`src/hdl/drcr_pkg.sv`:
```
// drcr_pkg: shared types and constants for the drive current ramp controller
// no dependencies; imported by drcr_cfg, drcr_step and the top level
package drcr_pkg;

	localparam int CODE_W   = 12;
	localparam int LEVEL_W  = 12;
	localparam int REG_IDX_W = 2;

	localparam logic [CODE_W-1:0] CODE_TOP = 12'hFFF;
	localparam logic signed [LEVEL_W:0] DEADBAND = 13'sd4;

	localparam logic [LEVEL_W-1:0] TARGET_RST = 12'd0;
	localparam logic [LEVEL_W-1:0] MIN_RST    = 12'd0;
	localparam logic [LEVEL_W-1:0] MAX_RST    = 12'd4095;
	localparam logic [CODE_W-1:0]  START_RST  = 12'd1395;

	typedef enum logic [1:0] {
		MODE_IDLE = 2'd0,
		MODE_UP   = 2'd1,
		MODE_DOWN = 2'd2,
		MODE_TUNE = 2'd3
	} mode_t;

	typedef enum logic [1:0] {
		ACT_TICK   = 2'd0,
		ACT_START  = 2'd1,
		ACT_STOP   = 2'd2,
		ACT_RETUNE = 2'd3
	} action_t;

	typedef enum logic [REG_IDX_W-1:0] {
		REG_TARGET = 2'd0,
		REG_MIN    = 2'd1,
		REG_MAX    = 2'd2,
		REG_START  = 2'd3
	} reg_idx_t;

	typedef struct packed {
		logic [LEVEL_W-1:0] target_level;
		logic [LEVEL_W-1:0] min_level;
		logic [LEVEL_W-1:0] max_level;
		logic [CODE_W-1:0]  start_code;
	} cfg_t;

	typedef struct packed {
		mode_t             mode;
		logic              enable;
		logic [CODE_W-1:0] code;
	} drv_state_t;

endpackage

```
`src/hdl/drcr_cfg.sv`:
```
// drcr_cfg: configuration register file, write only
// depends on drcr_pkg
module drcr_cfg (
	input  logic                          clk,
	input  logic                          arst_n,
	input  logic                          cfg_we,
	input  logic [drcr_pkg::REG_IDX_W-1:0] cfg_addr,
	input  logic [drcr_pkg::LEVEL_W-1:0]   cfg_wdata,
	output drcr_pkg::cfg_t                cfg
);
	import drcr_pkg::*;

	cfg_t cfg_q;

	always_ff @(posedge clk or negedge arst_n) begin
		if (!arst_n) begin
			cfg_q.target_level <= TARGET_RST;
			cfg_q.min_level    <= MIN_RST;
			cfg_q.max_level    <= MAX_RST;
			cfg_q.start_code   <= START_RST;
		end else if (cfg_we) begin
			unique case (reg_idx_t'(cfg_addr))
				REG_TARGET: cfg_q.target_level <= cfg_wdata;
				REG_MIN:    cfg_q.min_level    <= cfg_wdata;
				REG_MAX:    cfg_q.max_level    <= cfg_wdata;
				REG_START:  cfg_q.start_code   <= cfg_wdata;
				default: ;
			endcase
		end
	end

	assign cfg = cfg_q;

endmodule

```
`src/hdl/drcr_step.sv`:
```
// drcr_step: ramp state registers and the per-tick step logic
// depends on drcr_pkg; the state registers double as the result register
module drcr_step (
	input  logic                         clk,
	input  logic                         arst_n,
	input  logic                         adv,
	input  logic [1:0]                   action,
	input  logic [drcr_pkg::LEVEL_W-1:0] sample,
	input  drcr_pkg::cfg_t               cfg,
	output drcr_pkg::drv_state_t         state
);
	import drcr_pkg::*;

	drv_state_t state_q;
	drv_state_t pre;
	drv_state_t nxt;
	logic signed [LEVEL_W:0] diff;
	logic in_band;

	always_comb begin
		pre = state_q;
		unique case (action_t'(action))
			ACT_START: begin
				pre.code   = cfg.start_code;
				pre.enable = 1'b1;
				pre.mode   = MODE_UP;
			end
			ACT_STOP: pre.mode = MODE_DOWN;
			ACT_RETUNE: begin
				if (cfg.target_level < cfg.max_level && cfg.target_level > cfg.min_level)
					pre.mode = MODE_TUNE;
			end
			default: ;
		endcase
	end

	// target minus sample
	assign diff = $signed({1'b0, cfg.target_level}) - $signed({1'b0, sample});
	assign in_band = (diff <= DEADBAND) && (diff >= -DEADBAND);

	always_comb begin
		nxt = pre;
		unique case (pre.mode)
			MODE_UP: begin
				if (sample >= cfg.target_level) begin
					nxt.mode = MODE_IDLE;
				end else if (pre.code < CODE_TOP) begin
					nxt.code = pre.code + 1'b1;
				end else begin
					nxt.code = CODE_TOP;
					nxt.mode = MODE_IDLE;
				end
			end
			MODE_DOWN: begin
				if (sample <= cfg.min_level) begin
					nxt.enable = 1'b0;
					nxt.mode   = MODE_IDLE;
				end else if (pre.code > cfg.start_code) begin
					nxt.code = pre.code - 1'b1;
				end else begin
					nxt.code   = '0;
					nxt.enable = 1'b0;
					nxt.mode   = MODE_IDLE;
				end
			end
			MODE_TUNE: begin
				priority if (in_band) begin
					nxt.mode = MODE_IDLE;
				end else if (diff < 0 && pre.code > cfg.start_code) begin
					nxt.code = pre.code - 1'b1;
				end else if (diff > 0 && pre.code < CODE_TOP) begin
					nxt.code = pre.code + 1'b1;
				end else begin
					nxt.mode = MODE_IDLE;
				end
			end
			default: ;
		endcase
	end

	always_ff @(posedge clk or negedge arst_n) begin
		if (!arst_n) begin
			state_q.mode   <= MODE_IDLE;
			state_q.enable <= 1'b0;
			state_q.code   <= '0;
		end else if (adv) begin
			state_q <= nxt;
		end
	end

	assign state = state_q;

	a_up_enabled: assert property (@(posedge clk) disable iff (!arst_n)
		state_q.mode == MODE_UP |-> state_q.enable)
		else $error("ramp up without drive enable");

	a_hold_when_stalled: assert property (@(posedge clk) disable iff (!arst_n)
		!adv |=> $stable(state_q))
		else $error("state moved without a step");

	a_enable_drop_on_down: assert property (@(posedge clk) disable iff (!arst_n)
		$fell(state_q.enable) |-> $past(adv && pre.mode == MODE_DOWN))
		else $error("enable dropped outside a ramp-down step");

endmodule

```
`src/hdl/drive_current_ramp_controller.sv`:
```
// drive_current_ramp_controller: top level with the input register and stream handshake
// depends on drcr_pkg, drcr_cfg and drcr_step
//
// One tick beat is taken every clock cycle while results are taken as fast; a result
// is offered once its tick has passed the input register and the step logic has written
// the ramp state, which is also the result register; a result not taken stalls the step.
// The state register holds a finished result while the next tick waits in the input register.
// Configuration writes take effect on the next clock edge.
module drive_current_ramp_controller (
	input  logic                          clk,
	input  logic                          arst_n,
	input  logic                          s_tvalid,
	output logic                          s_tready,
	input  logic [15:0]                   s_tdata,  // action[1:0], sample[13:2], zero pad
	output logic                          m_tvalid,
	input  logic                          m_tready,
	output logic [15:0]                   m_tdata,  // dac_code[11:0], drive_enable[12], mode[14:13]
	input  logic                          cfg_we,
	input  logic [drcr_pkg::REG_IDX_W-1:0] cfg_addr,
	input  logic [drcr_pkg::LEVEL_W-1:0]   cfg_wdata
);
	import drcr_pkg::*;

	logic               vld_s1;
	logic [1:0]         action_s1;
	logic [LEVEL_W-1:0] sample_s1;
	logic               out_vld_q;
	logic               adv;
	cfg_t               cfg;
	drv_state_t         state;

	assign adv      = vld_s1 && (!out_vld_q || m_tready);
	assign s_tready = !vld_s1 || adv;

	always_ff @(posedge clk or negedge arst_n) begin
		if (!arst_n) begin
			vld_s1    <= 1'b0;
			out_vld_q <= 1'b0;
		end else begin
			if (s_tready)
				vld_s1 <= s_tvalid;
			if (adv)
				out_vld_q <= 1'b1;
			else if (m_tready)
				out_vld_q <= 1'b0;
		end
	end

	always_ff @(posedge clk) begin
		if (s_tready && s_tvalid) begin
			action_s1 <= s_tdata[1:0];
			sample_s1 <= s_tdata[13:2];
		end
	end

	drcr_cfg u_cfg (
		.clk       (clk),
		.arst_n    (arst_n),
		.cfg_we    (cfg_we),
		.cfg_addr  (cfg_addr),
		.cfg_wdata (cfg_wdata),
		.cfg       (cfg)
	);

	drcr_step u_step (
		.clk    (clk),
		.arst_n (arst_n),
		.adv    (adv),
		.action (action_s1),
		.sample (sample_s1),
		.cfg    (cfg),
		.state  (state)
	);

	assign m_tvalid = out_vld_q;
	assign m_tdata  = {1'b0, state.mode, state.enable, state.code};

endmodule

```
`config.mk`:
```
export PLATFORM = sky130hd
export DESIGN_NAME = drive_current_ramp_controller
export DESIGN_NICKNAME = d
export VERILOG_FILES = /design/src/hdl/drcr_pkg.sv /design/src/hdl/drcr_cfg.sv /design/src/hdl/drcr_step.sv /design/src/hdl/drive_current_ramp_controller.sv
export SDC_FILE = /design/constraint.sdc
export NUM_CORES = 1
export LEC_CHECK = 0
export BUFFER_PORTS_ARGS = -buffer_cell sky130_fd_sc_hd__buf_2
export CORE_MARGIN = 1
export CORE_UTILIZATION = 56
export CTS_CLUSTER_SIZE = 10
export DETAILED_ROUTE_END_ITERATION = 10
export PLACE_DENSITY = 0.89
export SYNTH_ARGS = -nofsm -noshare
export SYNTH_HDL_FRONTEND = slang
export SYNTH_SLANG_ARGS = --single-unit
```
`constraint.sdc`:
```
create_clock -name clk -period 4 [get_ports clk]
set_input_delay 1 -clock clk [delete_from_list [all_inputs] [get_ports clk]]
set_output_delay 1 -clock clk [all_outputs]
set_load 0.03 [all_outputs]
```
# After elaboration in Yosys (flattened, before gate mapping)
# Cells that the tools add are included.
totals:
  in_bits: 35
  wordCells: 71
  reg_bits: 79
  out_inout_bits: 18
op_classes:
  n_lt_le_gt_ge: 10
  muxes: 22
  n_reduce_logical: 16
  n_addsub: 3
  eq_ne: 9
op_table:
  columns: ["op", "count"]
  rows:
  - ["$mux 12", 7]
  - ["$pmux 12 s3", 1]
  - ["$gt 12x12->1", 2]
  - ["$ge 13x3->1 const B", 1]
  - ["$gt 13x1->1 const B", 1]
  - ["$le 13x4->1 const B", 1]
  - ["$lt 13x1->1 const B", 1]
  - ["$mux 13", 1]
  - ["$sub 12x12->13", 1]
  - ["$add 12x1->12 const B", 1]
  - ["$eq 2x2->1 const B", 6]
  - ["$ge 12x12->1", 1]
  - ["$le 12x12->1", 1]
  - ["$lt 12x12->1", 1]
  - ["$lt 12x12->1 const B", 1]
  - ["$mux 2", 6]
  - ["$pmux 2 s3", 2]
  - ["$sub 12x1->12 const B", 1]
  - ["$reduce_and 2->1", 4]
  - ["$eq 2x1->1 const B", 3]
  - ["$logic_and 1x1->1", 6]
  - ["$mux 3", 2]
  - ["$mux 1", 3]
  - ["$logic_not 1->1", 2]
  - ["other kinds (3)", 4]

# Longest topological paths before layout
depth:
  ltp_word: 8
  ltp_mapped: 18
  ltp_nobuf: 14

# Modules after synthesis
# Synthesis repeated with hierarchy kept, for this count alone.
unflattened:
  hier_cells: 747
  area_unflattened_um2: 6735.2
modules_own_cells:
  columns: ["mod", "cells_each", "area_each_um2", "n_inst"]
  rows:
  - ["drcr_step", 619, 4374.2, 1]
  - ["drcr_cfg", 104, 1825.5, 1]
  - ["drive_current_ramp_controller", 24, 535.5, 1]

# Least setup slack after synthesis
# OpenSTA, ideal clock, no wires.
synth_timing:
  path_kind: "register to register"
  start: "register action_s1[0]"
  end: "register u_step.state_q, in the netlist u_step.state[7]"
  setup_ns: 0.129
  stages_incl_launch_ff: 17
  required_ns: 3.871
  path_buffers: 3
  path_slack_ns: -0.099
  t_arrival_ns: 3.971
  path_cell_list: "edfxtp_1 -> nand2b_1 -> buf_6 -> clkbuf_1 -> clkbuf_1 -> nor2_1 -> a21oi_1 -> inv_1 -> ha_1 -> nand2_1 -> o21ai_0 -> o31ai_1 -> nor2_1 -> or4b_4 -> nand4_4 -> nor4_1 -> a2111o_1"
synth_between:
  elab_chain_len: 8
synth_rtl:
  columns: ["item", "line_no", "text"]
  rows:
  - ["start: declaration", "drive_current_ramp_controller.sv:25", "logic [1:0] action_s1;"]
  - ["start signal: assignment", "drive_current_ramp_controller.sv:51", "action_s1 <= s_tdata[1:0];"]
  - ["$eq 2x1->1", "drcr_step.sv:22", "unique case (action_t'(action))"]
  - ["$mux 13", "drcr_step.sv:22", null]
  - ["$lt 12x12->1", "drcr_step.sv:47, drcr_step.sv:71", null]
  - ["$logic_and 1x1->1", "drcr_step.sv:71", "end else if (diff > 0 && pre.code < CODE_TOP) begin"]
  - ["$mux 12", "drcr_step.sv:71", null]
  - ["$mux 12", "drcr_step.sv:69", "end else if (diff < 0 && pre.code > cfg.start_code) begin"]
  - ["$mux 12", "drcr_step.sv:67", "priority if (in_band) begin"]
  - ["$pmux 12 s3 (*)", "drcr_step.sv:43", "unique case (pre.mode)"]
  - ["end signal: assignment", "drcr_step.sv:87", "state_q <= nxt;"]
  - ["end: declaration", "drcr_step.sv:14", "drv_state_t state_q;"]
# Mark *: on every way between the ends. The rest lies on a longest branch, timed or not.
# A chain may end at the register's enable or synchronous reset.

# Worst setup path after layout
layout_timing:
  start: "register action_s1[1]"
  end: "register u_step.state_q, in the netlist u_step.state[7]"
# Same word-level chain as after synthesis.

==> flow_summary.yaml <==
synthesis:
  synth_common_cells: "68 x inv_1, 61 x ha_1, 55 x nand2_1"
  synth_async_sr_flop_share_pct: 82.3
  ys_top_cells_by_area: "dfrtp_1 18%, ha_1 12%, mux2_2 7.9%, dfstp_2 7.6%, edfxtp_1 6.4%"
  ys.flop_type: "dfrtp_1"
  yosysMostFrequentCell: "inv_1"
  synth_edf_count: 14
  synth_top_area_share_pct: 17.6
  syn_inst: 733
  syn-num-nets: 830
  ys_seq_area_share_pct: 31.6
  ys_ff_latch: 79
  synth_area_um2: 6550
  yosys.area.top_type: "dfrtp_1"
  synth.distinct_cells: 84
  syn_avg_cell_area_um2: 8.94
  yosysWarnings: 0
final_layout:
  diodes: 0
  area_growth_pct: 14.4
  fin_cells: 956
  layout-drive-gt1-share_pct: 23.5
  nets: 905
  fin_util_pct: 65.6
sta:
  hold_viol: 0
  relSlewSlack_pct: 29.8
  skew_ns: 0.00832
  slew_viol_final: 0
  worst_slack_ns: 0.217
  rsz0062_at_grt: "false"
  fmax_ghz: 0.264
  period_needed_ns: 3.78
  fin_crit_sh_pct: 94.6
  finalSetupViolations: 0
  fin_setup_tns_ns: 0
  tightest_slew_ns: 1.05
critical_path:
  cp_slowest_cell: "edfxtp_1"
  crit_required_ns: 4.23
  endpoint_kind: "register"
  max_stage_delay_ns: 0.42
  path_cells: "nand2b_1 -> buf_12 -> nand2_1 -> a21boi_0 -> clkinv_1 -> ha_1 -> nand4_1 -> a21oi_1 -> o31ai_2 -> buf_4 -> or2_0 -> nand2_1 -> nand3_2 -> o2111a_1 -> a2111o_1"
  setup.worst_path.start_class: "register"
  cp_max_fo: 29
  worstSetupPathType: "register to register"
  crit_arrival_ns: 4.01
  crit_path_frequent_cell: "nand2_1"
clock_tree:
  cts_buffers: 9
  clock_latency_ns: 0.35
  htreeDepth: 3
  cts_buffer_depth: 2
  cts_tree: "built"
  cts_sinks: 79
  clk_pin_slew_worst_paths_ns: 0.07
  root_buffer: "clkbuf_16"
  cts_hold_buf: 0
floorplan:
  die_x_um: 110
  start_util_pct: 57.4
  rows: 39
  dieHeight_um: 110
  coreArea_um2: 11400
  io_pins: 53
  dieArea_um2: 12100
detailed_routing:
  vias: 6278
  postRouteAntennaNets: 0
  viasPerCell: 6.57
  remaining_drc_errors: 0
  drtIter0Drc: 704
  wire_per_inst_um: 20.0
  drt_pass1_iterations: 6
  wl_um: 19100
global_route:
  overflow: 0
  antenna_found_initial: 0
  grt_pass1_wl_um: 30400
  grt_pass1_vias: 6015
  grt_max_degree: 49
  grtUsageTotal_pct: 33.3
status:
  status: "finished, final reports clean"
power:
  peakVddDrop_uv: 368
  p_total_uw: 4380
  power_density_nw_per_um2: 584
  leakage_uw: 0.00342
placed_design:
  dp.cells: 939
  io_buffer_count: 49
  dp_hpwl_um: 14400
  pre_cts_ws_ns: 0.0575
  gp_congestion: 0.997
job:
  drv_cap: 0
min_path:
  hold_class: "register to register"
[repair_timing]
action | 4_1_cts | 5_1_grt
setup endpoints to repair | 0 | 14
setup buffers | 0 | 1
resized for setup | 0 | 6
[where the power goes]
part           switching, µW  total (µW)  internal, µW
combinational           1380        2290           916
clock                    355         840           486
sequential               229        1240          1020
total                   1960        4380          2420
[sequential cells by signal (all words and copies together) (netlist names)]
signal        count
u_step.state     15
m_tvalid          1
vld_s1            1
u_cfg.cfg        48
sample_s1        12
action_s1         2
[placed cells by master, fill, tap and decap left out, drive strengths merged, types with 19 or more instances in the layout]
cell type | Yosys | final
buf | 9 | 89
inv | 68 | 68
ha | 61 | 61
nand2 | 55 | 55
a21oi | 52 | 52
mux2 | 46 | 46
dfrtp | 46 | 46
nor2 | 43 | 43
o21ai | 33 | 33
nor3 | 22 | 22
nand3 | 21 | 21
dfstp | 19 | 19
[final timing paths]
check                            startpoint                to  slack (ns)  depth (start not counted)
max                            action_s1[1]   u_step.state[7]        0.22                         15
min                        u_step.state[12]  u_step.state[12]        0.50                          2
max reg2reg                    action_s1[1]   u_step.state[7]        0.22                         15
min reg2reg                u_step.state[12]  u_step.state[12]        0.50                          2
max in group asynchronous            arst_n          m_tvalid        2.38                          2
min in group asynchronous            arst_n     u_cfg.cfg[36]        0.61                          1
[per-layer routing]
metal / track usage, % / routed length [µm]
met1: 43.3 / 7440
met2: 52.5 / 8790
met3: 6.11 / 2030
met4: 17.8 / 825
met5: 1.79 / 0
[kinds of logic (layout without fill, tap and decap cells)]
| kind of cell | count (synthesis) | count (layout) | share of synthesized area, % |
|---|---|---|---|
| buffers and inverters | 94 | 174 | 5.64 |
| adder cells (fa/ha/maj) | 62 | 62 | 12.0 |
| other | 1 | 1 | 0.0573 |
| flip-flops | 79 | 79 | 31.6 |
| AND/OR/NAND/NOR | 230 | 230 | 18.7 |
| AO/OA/AOI/OAI | 190 | 190 | 19.7 |
| multiplexers | 60 | 60 | 10.0 |
| XOR/XNOR | 17 | 17 | 2.27 |
[stage by stage]
step | hold slack (ns) | instance area (µm²)
after floorplan | 0.471 | 6560
after global placement | 0.480 | 7180
after detailed placement | 0.486 | 7180
after CTS | 0.503 | 7470
after global routing | 0.521 | 7490
final | 0.501 | 7490
[area by class of cell]
class,instances,area (µm²)
Timing Repair Buffer,89,558
Clock buffer,11,233
Clock inverter,5,60.1
Sequential cell,79,2070
Multi-Input combinational cell,560,4130
Tap cell,143,179
Fill cell,921,3930
Inverter,69,259
[critical path, delay by kind of cell, from the launching register on]
family                   cells  cell delay (ns)
adder cells (fa/ha/maj)      1             0.32
flip-flops                   1             0.42
AND/OR/NAND/NOR              6             1.05
AO/OA/AOI/OAI                5             1.32
buffers and inverters        3             0.55
No activity file was read; power rests on OpenSTA's default activity.
